$ cat config.mk
export PLATFORM = sky130hd
export DESIGN_NAME = out_of_sync_page_table_tracker_unit
export DESIGN_NICKNAME = d
export VERILOG_FILES = /design/src/hw/rtl/oost_pkg.sv /design/src/hw/rtl/oost_res.sv /design/src/hw/rtl/oost_ram.sv /design/src/hw/rtl/out_of_sync_page_table_tracker_unit.sv
export SDC_FILE = /design/constraint.sdc
export NUM_CORES = 1
export LEC_CHECK = 0
export BUFFER_PORTS_ARGS = -buffer_cell sky130_fd_sc_hd__buf_4
export CELL_PAD_IN_SITES_DETAIL_PLACEMENT = 1
export CELL_PAD_IN_SITES_GLOBAL_PLACEMENT = 1
export CORE_MARGIN = 4
export CORE_UTILIZATION = 56
export DETAILED_ROUTE_END_ITERATION = 10
export GPL_TIMING_DRIVEN = 0
export PLACE_DENSITY = 0.92
export SLEW_MARGIN = 20
export SYNTH_ARGS = -nofsm -noshare
export SYNTH_HDL_FRONTEND = slang
export SYNTH_SLANG_ARGS = --single-unit
$ cat constraint.sdc
create_clock -name clk -period 20 [get_ports clk]
set_clock_uncertainty 0.05 [all_clocks]
set_input_delay 0 -clock clk [delete_from_list [all_inputs] [get_ports clk]]
set_output_delay 0 -clock clk [all_outputs]
set_load 0.05 [all_outputs]
$ cat src/hw/rtl/oost_pkg.sv
// ----------------------------------------------------------------------------
// oost_pkg
// Types and codes shared by the out-of-sync page table tracker.
// ----------------------------------------------------------------------------
package oost_pkg;

	localparam int PAGE_W = 40;
	localparam int OFF_W  = 12;
	localparam int BUF_W  = 3;

	// operation codes
	localparam logic [2:0] FUNC_ADD_PAGE   = 3'd0;
	localparam logic [2:0] FUNC_ADD_FIXUP  = 3'd1;
	localparam logic [2:0] FUNC_REMOVE     = 3'd2;
	localparam logic [2:0] FUNC_LOOKUP     = 3'd3;
	localparam logic [2:0] FUNC_RESYNC     = 3'd4;
	localparam logic [2:0] FUNC_RESYNC_ALL = 3'd5;

	// result kinds
	localparam logic [2:0] KIND_RM_MAP    = 3'd0;
	localparam logic [2:0] KIND_RESYNC    = 3'd1;
	localparam logic [2:0] KIND_COPY      = 3'd2;
	localparam logic [2:0] KIND_LOOKUP    = 3'd3;
	localparam logic [2:0] KIND_NOT_FOUND = 3'd4;
	localparam logic [2:0] KIND_DONE      = 3'd5;

	typedef struct packed {
		logic [2:0]        func;
		logic [PAGE_W-1:0] page;
		logic [PAGE_W-1:0] shadow_page;
		logic [OFF_W-1:0]  offset;
	} req_t;

	typedef struct packed {
		logic [2:0]        kind;
		logic [PAGE_W-1:0] out_page;
		logic [PAGE_W-1:0] out_shadow_page;
		logic [OFF_W-1:0]  out_offset;
		logic [BUF_W-1:0]  buffer;
		logic              last;
	} rsp_t;

	typedef struct packed {
		logic [PAGE_W-1:0] frame;
		logic [OFF_W-1:0]  offset;
	} fixup_t;

endpackage

$ cat src/hw/rtl/oost_res.sv
// ----------------------------------------------------------------------------
// oost_res
// Page number modulo slot count, one byte per cycle.
// ----------------------------------------------------------------------------
module oost_res
	import oost_pkg::*;
#(
	parameter int TABLE_SLOTS = 4
) (
	input  logic                           clk,
	input  logic                           arst_n,
	input  logic                           load,
	input  logic [PAGE_W-1:0]              value,
	output logic                           done,
	output logic [$clog2(TABLE_SLOTS)-1:0] res
);
	localparam int SW = $clog2(TABLE_SLOTS);

	logic [SW-1:0]     r_q;
	logic [PAGE_W-1:0] sh_q;
	logic [2:0]        cnt_q;
	logic              run_q;
	logic [SW-1:0]     r_next;

	always_comb begin
		logic [SW:0] t;
		r_next = r_q;
		for (int b = 0; b < 8; b++) begin
			t = {r_next, sh_q[PAGE_W-1-b]};
			if (t >= (SW+1)'(TABLE_SLOTS)) begin
				t = t - (SW+1)'(TABLE_SLOTS);
			end
			r_next = t[SW-1:0];
		end
	end

	always_ff @(posedge clk or negedge arst_n) begin
		if (!arst_n) begin
			run_q <= 1'b0;
			cnt_q <= '0;
		end else if (load) begin
			run_q <= 1'b1;
			cnt_q <= '0;
		end else if (run_q) begin
			cnt_q <= cnt_q + 3'd1;
			if (cnt_q == 3'd4) begin
				run_q <= 1'b0;
			end
		end
	end

	always_ff @(posedge clk) begin
		if (load) begin
			r_q  <= '0;
			sh_q <= value;
		end else if (run_q) begin
			r_q  <= r_next;
			sh_q <= sh_q << 8;
		end
	end

	assign done = run_q && (cnt_q == 3'd4);
	assign res  = r_next;

endmodule

$ cat src/hw/rtl/oost_ram.sv
// ----------------------------------------------------------------------------
// oost_ram
// Single-port-write, single-port-read memory with registered read data.
// ----------------------------------------------------------------------------
module oost_ram #(
	parameter int WIDTH = 40,
	parameter int DEPTH = 4
) (
	input  logic                     clk,
	input  logic                     we,
	input  logic [$clog2(DEPTH)-1:0] waddr,
	input  logic [WIDTH-1:0]         wdata,
	input  logic [$clog2(DEPTH)-1:0] raddr,
	output logic [WIDTH-1:0]         rdata
);
	logic [WIDTH-1:0] mem [DEPTH];

	always_ff @(posedge clk) begin
		if (we) begin
			mem[waddr] <= wdata;
		end
		rdata <= mem[raddr];
	end

endmodule

$ cat src/hw/rtl/out_of_sync_page_table_tracker_unit.sv
// ----------------------------------------------------------------------------
// out_of_sync_page_table_tracker_unit
// Tracks out-of-sync guest page-table frames in a small open-addressed table
// with a fixup ring per slot, and issues resync / unmap / copy commands.
// ----------------------------------------------------------------------------
//  channel | ports                 | transfer
//  --------+-----------------------+-------------------------------------
//  request | start, busy, req      | start high while busy low
//  result  | strobe, rsp           | every cycle strobe is high
//
//  Every request first passes through the byte-serial modulo unit that
//  finds the home slot, then through a dispatch state. Lookup and remove
//  then probe the home slot and the next one; add fixup, resync page,
//  each evicted or resync-all slot and a punt on add walk every fixup of
//  the slot in turn, and resync all scans the slots up to the last valid
//  one; the single read port of each memory makes these walks serial.
//  Results leave one a cycle.
//  Reset clears all valid bits at once; no clearing pass is needed.
//  Results cannot be stalled; busy holds off new requests.
// ----------------------------------------------------------------------------
module out_of_sync_page_table_tracker_unit
	import oost_pkg::*;
#(
	parameter int TABLE_SLOTS     = 4,
	parameter int FIXUPS_PER_SLOT = 2
) (
	input  logic clk,
	input  logic arst_n,
	input  logic start,
	output logic busy,
	input  req_t req,
	output logic strobe,
	output rsp_t rsp
);
	localparam int SW  = $clog2(TABLE_SLOTS);
	localparam int FW  = (FIXUPS_PER_SLOT > 1) ? $clog2(FIXUPS_PER_SLOT) : 1;
	localparam int NF  = TABLE_SLOTS * FIXUPS_PER_SLOT;
	localparam int FAW = $clog2(NF);
	localparam int FXW = PAGE_W + OFF_W;

	localparam logic [4:0] S_IDLE   = 5'd0;
	localparam logic [4:0] S_MOD    = 5'd1;
	localparam logic [4:0] S_DISP   = 5'd2;
	localparam logic [4:0] S_FH     = 5'd3;
	localparam logic [4:0] S_FN     = 5'd4;
	localparam logic [4:0] S_FOUND  = 5'd5;
	localparam logic [4:0] S_AF_RD  = 5'd6;
	localparam logic [4:0] S_AF_CK  = 5'd7;
	localparam logic [4:0] S_AF_WR  = 5'd8;
	localparam logic [4:0] S_RS_PG  = 5'd9;
	localparam logic [4:0] S_RS_RD  = 5'd10;
	localparam logic [4:0] S_RS_EM  = 5'd11;
	localparam logic [4:0] S_RS_END = 5'd12;
	localparam logic [4:0] S_AP     = 5'd13;
	localparam logic [4:0] S_MV_PG  = 5'd14;
	localparam logic [4:0] S_MV_RD  = 5'd15;
	localparam logic [4:0] S_MV_WR  = 5'd16;
	localparam logic [4:0] S_AP_FIN = 5'd17;
	localparam logic [4:0] S_ALL    = 5'd18;

	localparam logic [1:0] RET_LAST = 2'd0;
	localparam logic [1:0] RET_ADD  = 2'd1;
	localparam logic [1:0] RET_ALL  = 2'd2;

	logic [4:0]        state_q;
	req_t              op_q;
	logic [SW-1:0]     h_q, dst_q, s_q, rs_q, all_q;
	logic [FW-1:0]     k_q;
	logic              swap_q, dup_q, oldv_q;
	fixup_t            old_q;
	logic [PAGE_W-1:0] rpage_q;
	logic [1:0]        ret_q;
	logic [TABLE_SLOTS-1:0] valid_q, home_q;
	logic [NF-1:0]     fv_q;
	logic [FW-1:0]     next_q [TABLE_SLOTS];
	logic [BUF_W-1:0]  buf_q  [TABLE_SLOTS];
	rsp_t              rsp_q;
	logic              strobe_q;

	logic              res_done;
	logic [SW-1:0]     res;
	logic [SW-1:0]     nxt_h, dst_c;
	logic              k_end, above;

	logic              pg_we;
	logic [SW-1:0]     pg_waddr, pg_raddr;
	logic [PAGE_W-1:0] pg_wdata, pg_rdata;
	logic              fx_we;
	logic [FAW-1:0]    fx_waddr, fx_raddr;
	fixup_t            fx_wdata, fx_rdata;
	logic [FXW-1:0]    fx_rraw;

	function automatic logic [FAW-1:0] fidx(input logic [SW-1:0] s, input logic [FW-1:0] k);
		return FAW'(int'(s) * FIXUPS_PER_SLOT + int'(k));
	endfunction

	function automatic rsp_t mk(input logic [2:0] kind, input logic [PAGE_W-1:0] pg,
		input fixup_t fx, input logic [BUF_W-1:0] b, input logic last);
		rsp_t r;
		r.kind            = kind;
		r.out_page        = pg;
		r.out_shadow_page = fx.frame;
		r.out_offset      = fx.offset;
		r.buffer          = b;
		r.last            = last;
		return r;
	endfunction

	oost_res #(.TABLE_SLOTS(TABLE_SLOTS)) u_res (
		.clk    (clk),
		.arst_n (arst_n),
		.load   (state_q == S_IDLE && start),
		.value  (req.page),
		.done   (res_done),
		.res    (res)
	);

	oost_ram #(.WIDTH(PAGE_W), .DEPTH(TABLE_SLOTS)) u_page_ram (
		.clk   (clk),
		.we    (pg_we),
		.waddr (pg_waddr),
		.wdata (pg_wdata),
		.raddr (pg_raddr),
		.rdata (pg_rdata)
	);

	oost_ram #(.WIDTH(FXW), .DEPTH(NF)) u_fixup_ram (
		.clk   (clk),
		.we    (fx_we),
		.waddr (fx_waddr),
		.wdata (fx_wdata),
		.raddr (fx_raddr),
		.rdata (fx_rraw)
	);
	assign fx_rdata = fixup_t'(fx_rraw);

	assign nxt_h = (h_q == SW'(TABLE_SLOTS - 1)) ? '0 : h_q + SW'(1);
	assign dst_c = (valid_q[h_q] && home_q[h_q]) ? nxt_h : h_q;
	assign k_end = (k_q == FW'(FIXUPS_PER_SLOT - 1));

	always_comb begin
		above = 1'b0;
		for (int i = 0; i < TABLE_SLOTS; i++) begin
			if (i > int'(rs_q) && valid_q[i]) begin
				above = 1'b1;
			end
		end
	end

	// memory ports
	always_comb begin
		pg_raddr = h_q;
		unique case (state_q)
			S_DISP:  pg_raddr = (op_q.func == FUNC_ADD_PAGE) ? dst_c : h_q;
			S_FH:    pg_raddr = nxt_h;
			S_ALL:   pg_raddr = all_q;
			default: pg_raddr = h_q;
		endcase
		pg_we    = 1'b0;
		pg_waddr = h_q;
		pg_wdata = op_q.page;
		if (state_q == S_MV_PG) begin
			pg_we    = 1'b1;
			pg_waddr = dst_q;
			pg_wdata = pg_rdata;
		end else if ((state_q == S_AP && !swap_q) || state_q == S_AP_FIN) begin
			pg_we = 1'b1;
		end

		unique case (state_q)
			S_AF_RD: fx_raddr = fidx(s_q, k_q);
			S_RS_RD: fx_raddr = fidx(rs_q, k_q);
			S_MV_RD: fx_raddr = fidx(h_q, k_q);
			default: fx_raddr = '0;
		endcase
		fx_we           = 1'b0;
		fx_waddr        = fidx(s_q, next_q[s_q]);
		fx_wdata.frame  = op_q.shadow_page;
		fx_wdata.offset = op_q.offset;
		if (state_q == S_AF_WR && !dup_q) begin
			fx_we = 1'b1;
		end else if (state_q == S_MV_WR) begin
			fx_we    = 1'b1;
			fx_waddr = fidx(dst_q, k_q);
			fx_wdata = fx_rdata;
		end
	end

	always_ff @(posedge clk or negedge arst_n) begin
		if (!arst_n) begin
			state_q  <= S_IDLE;
			strobe_q <= 1'b0;
			valid_q  <= '0;
			home_q   <= '0;
			fv_q     <= '0;
			for (int i = 0; i < TABLE_SLOTS; i++) begin
				next_q[i] <= '0;
				buf_q[i]  <= BUF_W'(i);
			end
		end else begin
			strobe_q <= 1'b0;
			unique case (state_q)
				S_IDLE: begin
					if (start) begin
						state_q <= S_MOD;
					end
				end
				S_MOD: begin
					if (res_done) begin
						state_q <= S_DISP;
					end
				end
				S_DISP: begin
					priority case (op_q.func)
						FUNC_ADD_PAGE: begin
							swap_q <= valid_q[h_q] && home_q[h_q];
							dst_q  <= dst_c;
							if (valid_q[dst_c]) begin
								rs_q    <= dst_c;
								ret_q   <= RET_ADD;
								state_q <= S_RS_PG;
							end else begin
								state_q <= S_AP;
							end
						end
						FUNC_ADD_FIXUP, FUNC_REMOVE, FUNC_LOOKUP, FUNC_RESYNC: begin
							state_q <= S_FH;
						end
						FUNC_RESYNC_ALL: begin
							all_q <= '0;
							if (|valid_q) begin
								state_q <= S_ALL;
							end else begin
								strobe_q <= 1'b1;
								state_q  <= S_IDLE;
							end
						end
						default: begin
							strobe_q <= 1'b1;
							state_q  <= S_IDLE;
						end
					endcase
				end
				S_FH: begin
					if (valid_q[h_q] && pg_rdata == op_q.page) begin
						s_q     <= h_q;
						state_q <= S_FOUND;
					end else begin
						state_q <= S_FN;
					end
				end
				S_FN: begin
					if (valid_q[nxt_h] && pg_rdata == op_q.page) begin
						s_q     <= nxt_h;
						state_q <= S_FOUND;
					end else begin
						strobe_q <= 1'b1;
						state_q  <= S_IDLE;
					end
				end
				S_FOUND: begin
					priority case (op_q.func)
						FUNC_REMOVE: begin
							valid_q[s_q] <= 1'b0;
							strobe_q     <= 1'b1;
							state_q      <= S_IDLE;
						end
						FUNC_LOOKUP: begin
							strobe_q <= 1'b1;
							state_q  <= S_IDLE;
						end
						FUNC_RESYNC: begin
							rs_q    <= s_q;
							rpage_q <= op_q.page;
							ret_q   <= RET_LAST;
							k_q     <= '0;
							state_q <= S_RS_RD;
						end
						default: begin
							k_q     <= '0;
							dup_q   <= 1'b0;
							oldv_q  <= 1'b0;
							state_q <= S_AF_RD;
						end
					endcase
				end
				S_AF_RD: state_q <= S_AF_CK;
				S_AF_CK: begin
					if (fv_q[fidx(s_q, k_q)] && fx_rdata.frame == op_q.shadow_page
						&& fx_rdata.offset == op_q.offset) begin
						dup_q <= 1'b1;
					end
					if (k_q == next_q[s_q]) begin
						old_q  <= fx_rdata;
						oldv_q <= fv_q[fidx(s_q, k_q)];
					end
					if (k_end) begin
						state_q <= S_AF_WR;
					end else begin
						k_q     <= k_q + FW'(1);
						state_q <= S_AF_RD;
					end
				end
				S_AF_WR: begin
					if (!dup_q) begin
						fv_q[fidx(s_q, next_q[s_q])] <= 1'b1;
						next_q[s_q] <= (next_q[s_q] == FW'(FIXUPS_PER_SLOT - 1)) ? '0
							: next_q[s_q] + FW'(1);
					end
					strobe_q <= 1'b1;
					state_q  <= S_IDLE;
				end
				S_RS_PG: begin
					rpage_q <= pg_rdata;
					k_q     <= '0;
					state_q <= S_RS_RD;
				end
				S_RS_RD: state_q <= S_RS_EM;
				S_RS_EM: begin
					if (fv_q[fidx(rs_q, k_q)]) begin
						fv_q[fidx(rs_q, k_q)] <= 1'b0;
						strobe_q <= 1'b1;
					end
					if (k_end) begin
						state_q <= S_RS_END;
					end else begin
						k_q     <= k_q + FW'(1);
						state_q <= S_RS_RD;
					end
				end
				S_RS_END: begin
					valid_q[rs_q] <= 1'b0;
					strobe_q      <= 1'b1;
					unique case (ret_q)
						RET_ADD: state_q <= S_AP;
						RET_ALL: begin
							all_q   <= rs_q + SW'(1);
							state_q <= above ? S_ALL : S_IDLE;
						end
						default: state_q <= S_IDLE;
					endcase
				end
				S_ALL: begin
					if (valid_q[all_q]) begin
						rs_q    <= all_q;
						ret_q   <= RET_ALL;
						state_q <= S_RS_PG;
					end else begin
						all_q <= all_q + SW'(1);
					end
				end
				S_AP: begin
					if (swap_q) begin
						state_q <= S_MV_PG;
					end else begin
						valid_q[h_q] <= 1'b1;
						home_q[h_q]  <= 1'b1;
						next_q[h_q]  <= '0;
						for (int k = 0; k < FIXUPS_PER_SLOT; k++) begin
							fv_q[fidx(h_q, FW'(k))] <= 1'b0;
						end
						strobe_q <= 1'b1;
						state_q  <= S_IDLE;
					end
				end
				S_MV_PG: begin
					k_q     <= '0;
					state_q <= S_MV_RD;
				end
				S_MV_RD: state_q <= S_MV_WR;
				S_MV_WR: begin
					fv_q[fidx(dst_q, k_q)] <= fv_q[fidx(h_q, k_q)];
					fv_q[fidx(h_q, k_q)]   <= 1'b0;
					if (k_end) begin
						state_q <= S_AP_FIN;
					end else begin
						k_q     <= k_q + FW'(1);
						state_q <= S_MV_RD;
					end
				end
				S_AP_FIN: begin
					valid_q[h_q]   <= 1'b1;
					valid_q[dst_q] <= 1'b1;
					home_q[h_q]    <= 1'b1;
					home_q[dst_q]  <= 1'b0;
					next_q[dst_q]  <= next_q[h_q];
					next_q[h_q]    <= '0;
					buf_q[h_q]     <= buf_q[dst_q];
					buf_q[dst_q]   <= buf_q[h_q];
					strobe_q       <= 1'b1;
					state_q        <= S_IDLE;
				end
				default: state_q <= S_IDLE;
			endcase
		end
	end

	// payload of the request and of each result
	always_ff @(posedge clk) begin
		if (state_q == S_IDLE && start) begin
			op_q <= req;
		end
		if (state_q == S_MOD && res_done) begin
			h_q <= res;
		end
		unique case (state_q)
			S_DISP:   rsp_q <= mk(KIND_DONE, '0, '0, '0, 1'b1);
			S_FN:     rsp_q <= mk(KIND_NOT_FOUND, op_q.page, '0, '0, 1'b1);
			S_FOUND: begin
				if (op_q.func == FUNC_LOOKUP) begin
					rsp_q <= mk(KIND_LOOKUP, op_q.page, '0, buf_q[s_q], 1'b1);
				end else begin
					rsp_q <= mk(KIND_DONE, '0, '0, '0, 1'b1);
				end
			end
			S_AF_WR: begin
				if (!dup_q && oldv_q) begin
					rsp_q <= mk(KIND_RM_MAP, op_q.page, old_q, '0, 1'b1);
				end else begin
					rsp_q <= mk(KIND_DONE, '0, '0, '0, 1'b1);
				end
			end
			S_RS_EM:  rsp_q <= mk(KIND_RM_MAP, rpage_q, fx_rdata, '0, 1'b0);
			S_RS_END: rsp_q <= mk(KIND_RESYNC, rpage_q, '0, buf_q[rs_q],
				(ret_q == RET_LAST) || (ret_q == RET_ALL && !above));
			S_AP:     rsp_q <= mk(KIND_COPY, op_q.page, '0, buf_q[h_q], 1'b1);
			S_AP_FIN: rsp_q <= mk(KIND_COPY, op_q.page, '0, buf_q[dst_q], 1'b1);
			default:  rsp_q <= rsp_q;
		endcase
	end

	assign busy   = (state_q != S_IDLE);
	assign strobe = strobe_q;
	assign rsp    = rsp_q;

endmodule

==> After elaboration in Yosys (flattened, before gate mapping) <==
Memories as Yosys holds them, arrays and structs flattened. A register that Yosys moved wholly into a read port is not among the register bits.
Index checks and enable logic that the tools add are counted.
{ "word_totals": {"reg_bits": 386, "mem_bits_rw": 576, "inputBits": 98, "output_inout_bits": 101, "word_cells": 422, "memories": 2} }
{ "op_classes": {"addsub": 20, "n_lt_le_gt_ge": 42, "eq_ne": 50, "n_mux": 172, "bitwise_logic": 25, "reduce_logical": 71} }
{ "memory_table": {"columns": ["memory", "words", "word_bits", "rd", "rd_ports_with_merged_regs", "wr", "line_no", "rtl"], "rows": [
  ["u_fixup_ram.mem", 8, 52, 1, 1, 1, "oost_ram.sv:16", "logic [WIDTH-1:0] mem [DEPTH];"],
  ["u_page_ram.mem", 4, 40, 1, 1, 1, "oost_ram.sv:16", null]
]} }
{ "ops": {"columns": ["cell", "n"], "rows": [
  ["99-bit one-hot mux with 8 select lines", 1],
  ["99-bit two-way mux", 2],
  ["40-bit two-way mux", 4],
  ["52-bit two-way mux", 2],
  ["5-bit one-hot mux with 17 select lines", 1],
  ["40-bit equality test", 2],
  ["40-bit one-hot mux with 2 select lines", 1],
  ["1-bit two-way mux", 51],
  ["3-bit two-way mux", 17],
  ["2-bit two-way mux", 25],
  ["5-bit by 4-bit equality test with 1-bit output (second input constant)", 8],
  ["3-bit greater-or-equal comparator (second input constant)", 12],
  ["8-bit AND", 4],
  ["2-bit != test (second input constant)", 16],
  ["8-bit one-hot mux with 4 select lines", 1],
  ["5-bit two-way mux", 6],
  ["1-bit logical AND", 28],
  ["3-bit by 4-bit less-than comparator with 1-bit output (second input constant)", 7],
  ["4-bit two-way mux", 7],
  ["3-bit binary-select mux with 2-bit select", 4],
  ["12-bit bitwise mux", 2],
  ["8-bit two-way mux", 3],
  ["8-bit inverter", 3],
  ["2-bit one-hot mux with 3 select lines", 4],
  ["other kinds (65)", 169]
]} }

==> Longest topological paths before layout <==
Gate-level depths: netlist (run 1).
{ "depth": {"ltp_word": 16, "mapped_depth": 10, "mapped_depth_nobuf": 7} }

==> Cells and area by module <==
From an unflattened synthesis (run 1), not the netlist that was laid out.
{ "unflattened": {"hier_cells": 2317, "hier_area_um2": 40801.6} }
{ "modules_own_cells": {"columns": ["module", "instances", "cells_each", "area_per_inst_um2", "seq_area_each_um2"], "rows": [
  ["out_of_sync_page_table_tracker_unit", 1, 1353, 16742.3, 10024.6],
  ["oost_ram (u_fixup_ram)", 1, 667, 16741.1, 13533.0],
  ["oost_ram (u_page_ram)", 1, 253, 6648.9, 5605.4],
  ["oost_res", 1, 44, 669.4, 400.4]
]} }

==> Worst setup path before layout (run 1) <==
Ideal clock, no wire load.
{ "synth_path": {"path_type": "register to register", "start": "register state_q[0]", "end": "register rsp_q (netlist bit rsp[0]), enable pin", "setup_ns": 0.693, "arrival_time_ns": 8.262, "required_time_ns": 19.257, "slack_ns": 10.995, "path_stages_with_launch": 8, "path_buffers": 3, "synth_period_minus_slack_ns": 9.005, "cell_sequence": "dfrtp_1 buf_6 clkbuf_1 clkbuf_1 xor2_1 o21ai_0 o31ai_1 o21ai_0"} }
{ "synth_via": {"elab_chain_cells": 2, "elab_cells_between_ends": 9, "classes_between": "eq/ne (8); reduce/logical (1)"} }
{ "synth_rtl": {"columns": ["element", "line_no", "rtl"], "rows": [
  ["from (decl)", "out_of_sync_page_table_tracker_unit.sv:65", "logic [4:0] state_q;"],
  ["from (signal assigned)", "out_of_sync_page_table_tracker_unit.sv:191", "state_q <= S_IDLE;"],
  ["from (signal assigned)", "out_of_sync_page_table_tracker_unit.sv:205", "state_q <= S_MOD;"],
  ["from (signal assigned)", "out_of_sync_page_table_tracker_unit.sv:210", "state_q <= S_DISP;"],
  ["5-bit by 4-bit equality test with 1-bit output, or another cell as far along", "out_of_sync_page_table_tracker_unit.sv:406", "unique case (state_q)"],
  ["8-bit nonzero test (no source line) *", null, null],
  ["to (signal assigned)", "out_of_sync_page_table_tracker_unit.sv:407", "S_DISP: rsp_q <= mk(KIND_DONE, '0, '0, '0, 1'b1);"],
  ["to (signal assigned)", "out_of_sync_page_table_tracker_unit.sv:408", "S_FN: rsp_q <= mk(KIND_NOT_FOUND, op_q.page, '0, '0, 1'b1);"],
  ["to (signal assigned)", "out_of_sync_page_table_tracker_unit.sv:411", "rsp_q <= mk(KIND_LOOKUP, op_q.page, '0, buf_q[s_q], 1'b1);"],
  ["to (decl)", "out_of_sync_page_table_tracker_unit.sv:77", "rsp_t rsp_q;"]
]} }
Every way passes the cells marked *; elsewhere a longest branch is shown, timed or not.
A chain may end at the register's enable or synchronous reset.

==> Worst setup path in the final report (run 1) <==
{ "layout_path": {"start": "register k_q (netlist: k_end)", "end": "register old_q[43] (netlist name), enable pin"} }
{ "layout_via": {"elab_chain_cells": 2} }
{ "layout_rtl": {"columns": ["element", "line_no", "rtl"], "rows": [
  ["from (decl)", "out_of_sync_page_table_tracker_unit.sv:68", "logic [FW-1:0] k_q;"],
  ["from (signal assigned)", "out_of_sync_page_table_tracker_unit.sv:300", "k_q <= k_q + FW'(1);"],
  ["from (signal assigned)", "out_of_sync_page_table_tracker_unit.sv:327", "k_q <= k_q + FW'(1);"],
  ["from (signal assigned)", "out_of_sync_page_table_tracker_unit.sv:377", "k_q <= k_q + FW'(1);"],
  ["1-bit equality test", "out_of_sync_page_table_tracker_unit.sv:293", "if (k_q == next_q[s_q]) begin"],
  ["3-bit AND reduction (no source line)", null, null],
  ["to (signal assigned)", "out_of_sync_page_table_tracker_unit.sv:294", "old_q <= fx_rdata;"],
  ["to (decl)", "out_of_sync_page_table_tracker_unit.sv:70", "fixup_t old_q;"]
]} }
No other way between the ends.

==> reports/results.txt, run 1 <==
Final Hold Vio Count: 0
Synth top area cells: edfxtp_1, dfxtp_1, mux4_2
Num CTS Buffers: 100
Final setup vio count: 0
Power share of the clock group: 32.7%
DR WL/cell: 39.0 um
Cells after synthesis: 2,578
Die Wd: 279 um
Worst slew margin: 18.6%
Avg Cell Area, Syn: 16.0 sq um
Synth Register Bits: 1,022
Ports: 199
Min-Delay Path Class: in2reg
Remaining Overflow, GRT: 0
H-tree Lvls: 3
Pins Over Slew Limit: 0
Crit Path Max Fanout: 10
Leak Pwr: 17.7 nW
Initial detailed-routing violation count: 4,819
CTS max path bufs: 3
Final worst path period share: 22.0%
I/O Buffers: 198
Setup crit end kind: flip-flop
Postcts setup bufs: 0
Ratio of cells with drive above 1 in the final layout: 20.8%
Top-area cell type share of the netlist area: 64.7%
Initial antenna violation count: 4
Starting Density: 56.5%
Clock transition at path regs: 0.08 ns
Actual slew at the worst max-slew pin: 1.22 ns
Comb pwr share: 22.5%
FF/Latch Area: 29,600 sq um
Avg Vias per Cell: 7.17
Sequential share of the synthesized area: 71.7%
Critical Path AT: 4.70 ns
Asr flop ratio synth: 4.11%
Nets: 3,169
Gp weighted congestion: 0.913
Clk sinks: 1,022
Max IR drop VDD: 0.000136 V
Worst r2r src: k_end
DRC Markers: 0
Reg2Reg Setup Slack: 15.60 ns
Post-synth cell types: 77
Post-synth EDFFs: 888
Largest net degree at the start of global routing: 46
Switch share: 33.5%
Yosys warns: 0
Reg-to-reg endpoint: old_q[43]
Vias in the first global route: 30,600
Worst EP required: 20.31 ns
Hold Path End: op_q[62]
Area occupied by multi-input gates: 10,900 sq um
Die area: 78,000 sq um
Std cell rows: 99
Core box area: 73,000 sq um
Vias: 29,500
Post-synth top area cell: edfxtp_1
Internal power: 4.24 mW
Clock root cell: clkbuf_16
Area grow syn2layout: 21.1%
Global-route wire length before repair: 228,000 um
Hold path start: req[62]
CTS tree: done
Syn Std Cell Area: 41,200 sq um
Leading cell type in the layout, fill and taps excluded: edfxtp_1
WL final: 160,000 um
Reg power frac: 44.8%
Number of fillers in the final layout: 6,149
RSZ-0062 raised after global routing: no
Setup crit start kind: flip-flop
Status: finished, final reports clean
Hpwl dp: 88,900 um
Pwr/cell area: 128 nW/um^2
Crit path time final: 4.40 ns
DIE HEIGHT: 279 um
Max Cap Viol: 0
Setup TNS: 0 ns
Max frequency: 227 MHz
Layout Utilization: 68.4%
Crit Path Class: reg2reg
Worst skew pair latency: 0.70 ns
Reg2Reg Depth: 10
Sw Pwr: 2.14 mW
Diode count: 0
Antenna viol nets, final: 0
Most frequent cells in the layout: edfxtp_1, nand2_1, buf_4
Drt first pass iters: 6
Gr usage total: 40.6%
Ys flop type: edfxtp_1
Hold Path Stages: 2
Syn nets: 2,685
-- what timing repair did --
item,4_1_cts,5_1_grt
hold endpoints to repair,150,7
resized for setup,0,0
hold buffers,135,7
-- layer usage --
metal	vias up	part of all wire (%)	GRT usage [%]	wire length, um
met5	-	0.024	0	38
met1	14800	33	49.6	53200
met4	6	8.1	25.6	13000
li1	11100	-	-	-
met3	753	10	7.78	16400
met2	2784	48	67.3	77600
-- critical path: stages (launching register included) --
cell and delay [ns]:
edfxtp_1 0.34, buf_2 0.28, clkbuf_1 0.54, clkbuf_1 0.96
clkbuf_1 0.58, xor2_1 0.22, nor3_2 0.16, buf_4 0.24
buf_6 0.21, buf_6 0.19, buf_4 0.26
-- how the worst max path moves through the flow --
stage,start,to,cells past startpoint
floorplan,state_q[0],rsp[0],7
global placement,state_q[0],rsp[16],7
detailed placement,k_end,old_q[35],10
CTS,k_end,old_q[31],10
global route,k_end,old_q[43],10
finish,k_end,old_q[43],10
-- Yosys cell counts, types with 7 or more instances --
| cell | count |
|---|---|
| edfxtp_1 | 888 |
| nand2_1 | 237 |
| mux2i_1 | 130 |
| a22o_1 | 95 |
| clkbuf_1 | 94 |
| dfxtp_1 | 92 |
| mux2_2 | 87 |
| nor2_1 | 85 |
| o22ai_1 | 78 |
| mux4_2 | 75 |
| a21oi_1 | 57 |
| o21a_1 | 57 |
| o211ai_1 | 53 |
| o221ai_1 | 52 |
| xnor2_1 | 50 |
| xor2_1 | 47 |
| dfrtp_1 | 38 |
| o21ai_0 | 35 |
| buf_2 | 28 |
| nand3_1 | 27 |
| nor3_1 | 21 |
| buf_6 | 18 |
| nor4_1 | 18 |
| buf_1 | 17 |
| nor2b_1 | 16 |
| nand4_1 | 15 |
| buf_4 | 13 |
| inv_1 | 13 |
| and2_1 | 12 |
| and3_1 | 11 |
| o21ai_1 | 11 |
| nand2b_1 | 10 |
| ha_1 | 9 |
| a22oi_1 | 8 |
| a31oi_1 | 7 |
-- per-stage QoR --
stage	instances	setup slack [ns]	hold slack, ns	cell area (sq um)	power (mW)
5_1_grt	4108	15.55	0.000641	49900	6.50
4_1_cts	4101	15.87	0.0000348	49800	6.23
3_5_place_dp	3777	15.98	0.0242	45000	4.17
6_report	4108	15.60	0.00308	49900	6.38
2_1_floorplan	2578	11.00	-0.346	41200	3.66
3_3_place_gp	3735	6.22	0.0167	43900	4.09
-- state kept, by name (all words and copies together) (netlist names), 2 cells and up --
name / count
buf_q: 12
u_res.sh_q: 10
h_q: 2
u_res.cnt_q: 3
home_q: 4
u_fixup_ram.mem: 416
valid_q: 4
dst_q: 2
rs_q: 2
rsp: 99
op_q: 95
rpage_q: 40
all_q: 2
u_fixup_ram.rdata: 52
ret_q: 2
u_page_ram.mem: 160
s_q: 2
u_page_ram.rdata: 40
state_q: 5
old_q: 52
next_q: 4
fv_q: 8
-- power by group through the flow --
stage | Clock (mW) | Combinational [mW] | Sequential, mW
floorplan | 0 | 0.506 | 3.16
global placement | 0 | 1.20 | 2.90
detailed placement | 0 | 1.31 | 2.86
CTS | 2.02 | 1.37 | 2.84
global route | 2.17 | 1.47 | 2.87
finish | 2.08 | 1.43 | 2.86
-- kinds of logic after synthesis --
kind of cell	synth area share (%)
XOR/XNOR	2.10
multiplexers	9.72
buffers and inverters	2.21
adder cells (fa/ha/maj)	0.273
AO/OA/AOI/OAI	8.72
AND/OR/NAND/NOR	5.25
flip-flops	71.7
-- final cells by class --
type                       instances  share of cell area [%]
sequential                      1022                    59.2
tap                              959                    2.40
timing repair buffer             382                    7.74
clock buffer                     131                    5.51
clock inverter                    58                    1.45
inverter                          14                   0.105
buffer                           170                    1.73
multi-input combinational       1372                    21.8
No activity file was read; power rests on OpenSTA's default activity.
==> run 2, diff against run 1 <==
- CORE_UTILIZATION: 56 -> 47
- PLACE_DENSITY: 0.92 -> 0.83
- clock period: 20 -> 3.6 ns (I/O delays scaled with it)
==> run 2 against run 1 <==
Net effect:
- the run now ends with setup timing left
- largest power group unchanged
- critical path type unchanged
- critical path depth shrank 2
- highest routed layer unchanged
- clock power grew to 5.3 times the previous value
- total power grew to 5.4 times the previous value
==> reports/results.txt, run 2 (synthesis gave the netlist of run 1 again) <==
Actual slew at the worst max-slew pin: 1.11 ns
Critical path's top delay family: buffers and inverters
Vias: 27,600
Crit Path Class: reg2reg
Crit Path Max Fanout: 19
Clk sinks: 1,022
Leading cell type in the layout, fill and taps excluded: edfxtp_1
Worst path slowest cell: clkbuf_1
Initial antenna violation count: 5
Max reg flops: 416
Drt first pass iters: 5
Remaining Overflow, GRT: 0
DIE HEIGHT: 304 um
DRC Markers: 0
Reg power frac: 45.8%
I/O Buffers: 198
Leak Pwr: 17.9 nW
Largest net degree at the start of global routing: 71
Gp weighted congestion: 0.877
Area occupied by multi-input gates: 10,900 sq um
Number of fillers in the final layout: 7,888
CP Cell Sequence: clkbuf_1 > clkbuf_1 > nand2_1 > nor2_1 > a21oi_2 > nor2_4 > buf_16 > buf_16
CP bufs+invs: 4
Num CTS Buffers: 103
Worst slew margin: 26.1%
FF/Latch Area: 29,600 sq um
CTS tree: done
Total power draw: 34.6 mW
Die Wd: 304 um
Min-Delay Path Class: in2reg
Core box area: 86,900 sq um
Comb pwr share: 22.2%
Initial detailed-routing violation count: 3,025
Worst skew pair latency: 0.72 ns
Max frequency: 277 MHz
Critical Path Max Stage Delay: 0.72 ns
Max Cap Viol: 0
Final Non-Filler Cells: 4,362
Hpwl dp: 86,300 um
Switch share: 32.9%
Vias in the first global route: 29,300
Final Hold Vio Count: 0
Nets: 3,222
Setup ws final: -0.0104 ns
Failing checks: setup timing
Cells after DPL: 3,972
Area grow syn2layout: 23.1%
Setup TNS: -0.0373 ns
Std cell rows: 108
H-tree Lvls: 3
DR WL/cell: 32.8 um
Final worst path period share: 100%
Max IR drop VDD: 0.000554 V
Pins Over Slew Limit: 0
Gr usage total: 30.5%
Die area: 92,500 sq um
Final setup vio count: 4
Starting Density: 47.4%
Critical Path AT: 3.92 ns
Worst EP required: 3.91 ns
Largest Register: u_fixup_ram.mem
Setup crit end kind: flip-flop
WL final: 143,000 um
Internal power: 23.2 mW
CTS max path bufs: 3
Ratio of cells with drive above 1 in the final layout: 20.9%
Setup crit start kind: flip-flop
Power share of the clock group: 32.0%
Global-route wire length before repair: 209,000 um
Antenna viol nets, final: 0
Most frequent cells in the layout: edfxtp_1, nand2_1, buf_4
RSZ-0062 raised after global routing: no
Pwr/cell area: 682 nW/um^2
Status: complete, but fails checks
Sw Pwr: 11.4 mW
Crit path time final: 3.61 ns
Clock root cell: clkbuf_16
Ports: 199
Clock transition at path regs: 0.08 ns
Avg Vias per Cell: 6.33
[run 2: changes by cell type in the layout (fill, tap and decap cells not counted), sizes merged, moves of 4 or more]
cell and delta:
dlygate4sd3 +45, bufinv -7, buf +5, clkinvlp +4, inv +4
[run 2: what timing repair did]
item,in CTS,in global routing
gates cloned,2,0
setup endpoints to repair,382,209
endpoints found under the hold margin,151,1
buffers inserted,2,4
gates resized for setup,8,11
hold buffers,186,1
pin swaps,4,2
[run 2: power groups by stage]
stage / Combinational, mW / Clock, mW / Sequential, mW
finish: 7.68 / 11.1 / 15.8
floorplan: 2.82 / 0 / 17.4
CTS: 7.51 / 10.9 / 15.7
detailed placement: 7.26 / 0 / 15.9
global placement: 6.71 / 0 / 15.9
global route: 7.98 / 11.6 / 15.9
[run 2: worst paths after layout]
kind                            cells past startpoint                endpoint  slack, ns      startpoint
worst max-delay path                                8  u_fixup_ram.mem[6][28]      -0.01          s_q[1]
worst min-delay path                                2                op_q[68]       0.03         req[68]
worst max register to register                      8  u_fixup_ram.mem[6][28]      -0.01          s_q[1]
worst min register to register                      0                  h_q[0]       0.39  u_res.sh_q[32]
max in group asynchronous                           4                buf_q[7]       2.75          arst_n
min in group asynchronous                           3                buf_q[1]       0.48          arst_n
[run 2: stage by stage]
stage / utilization (%) / area (sq um) / setup slack [ns] / hold slack, ns
2_1_floorplan: - / 41300 / -0.614 / -0.346
3_3_place_gp: 50.9 / 44200 / -4.07 / 0.0334
3_5_place_dp: 52.2 / 45400 / -0.411 / 0.0423
4_1_cts: 58.3 / 50700 / 0.00141 / 0.00244
5_1_grt: 58.4 / 50700 / 0.0117 / 0.0207
6_report: 58.4 / 50700 / -0.0104 / 0.0347
[run 2: routing by layer]
layer	up-vias	global-route usage (%)	share of wire (%)
met5	-	0	0.019
met4	4	13.2	4.8
met3	400	5.26	8.3
met2	1757	53.0	51
met1	14200	37.7	36
li1	11200	-	-
[run 2: area by class of cell]
type	count	share of cell area, %
Inverter	14	0.104
Clock inverter	61	1.25
Clock buffer	135	5.46
Tap cell	1155	2.85
Sequential cell	1022	58.3
Multi-Input combinational cell	1374	21.5
Buffer	168	1.71
Antenna cell	1	0.00493
Timing Repair Buffer	432	8.84
[run 2: worst reg2reg max path, cell delays in order (launching register included)]
cell and delay, ns:
edfxtp_1 0.34, clkbuf_1 0.48, clkbuf_1 0.72, nand2_1 0.33, nor2_1 0.22, a21oi_2 0.14
nor2_4 0.53, buf_16 0.26, buf_16 0.21
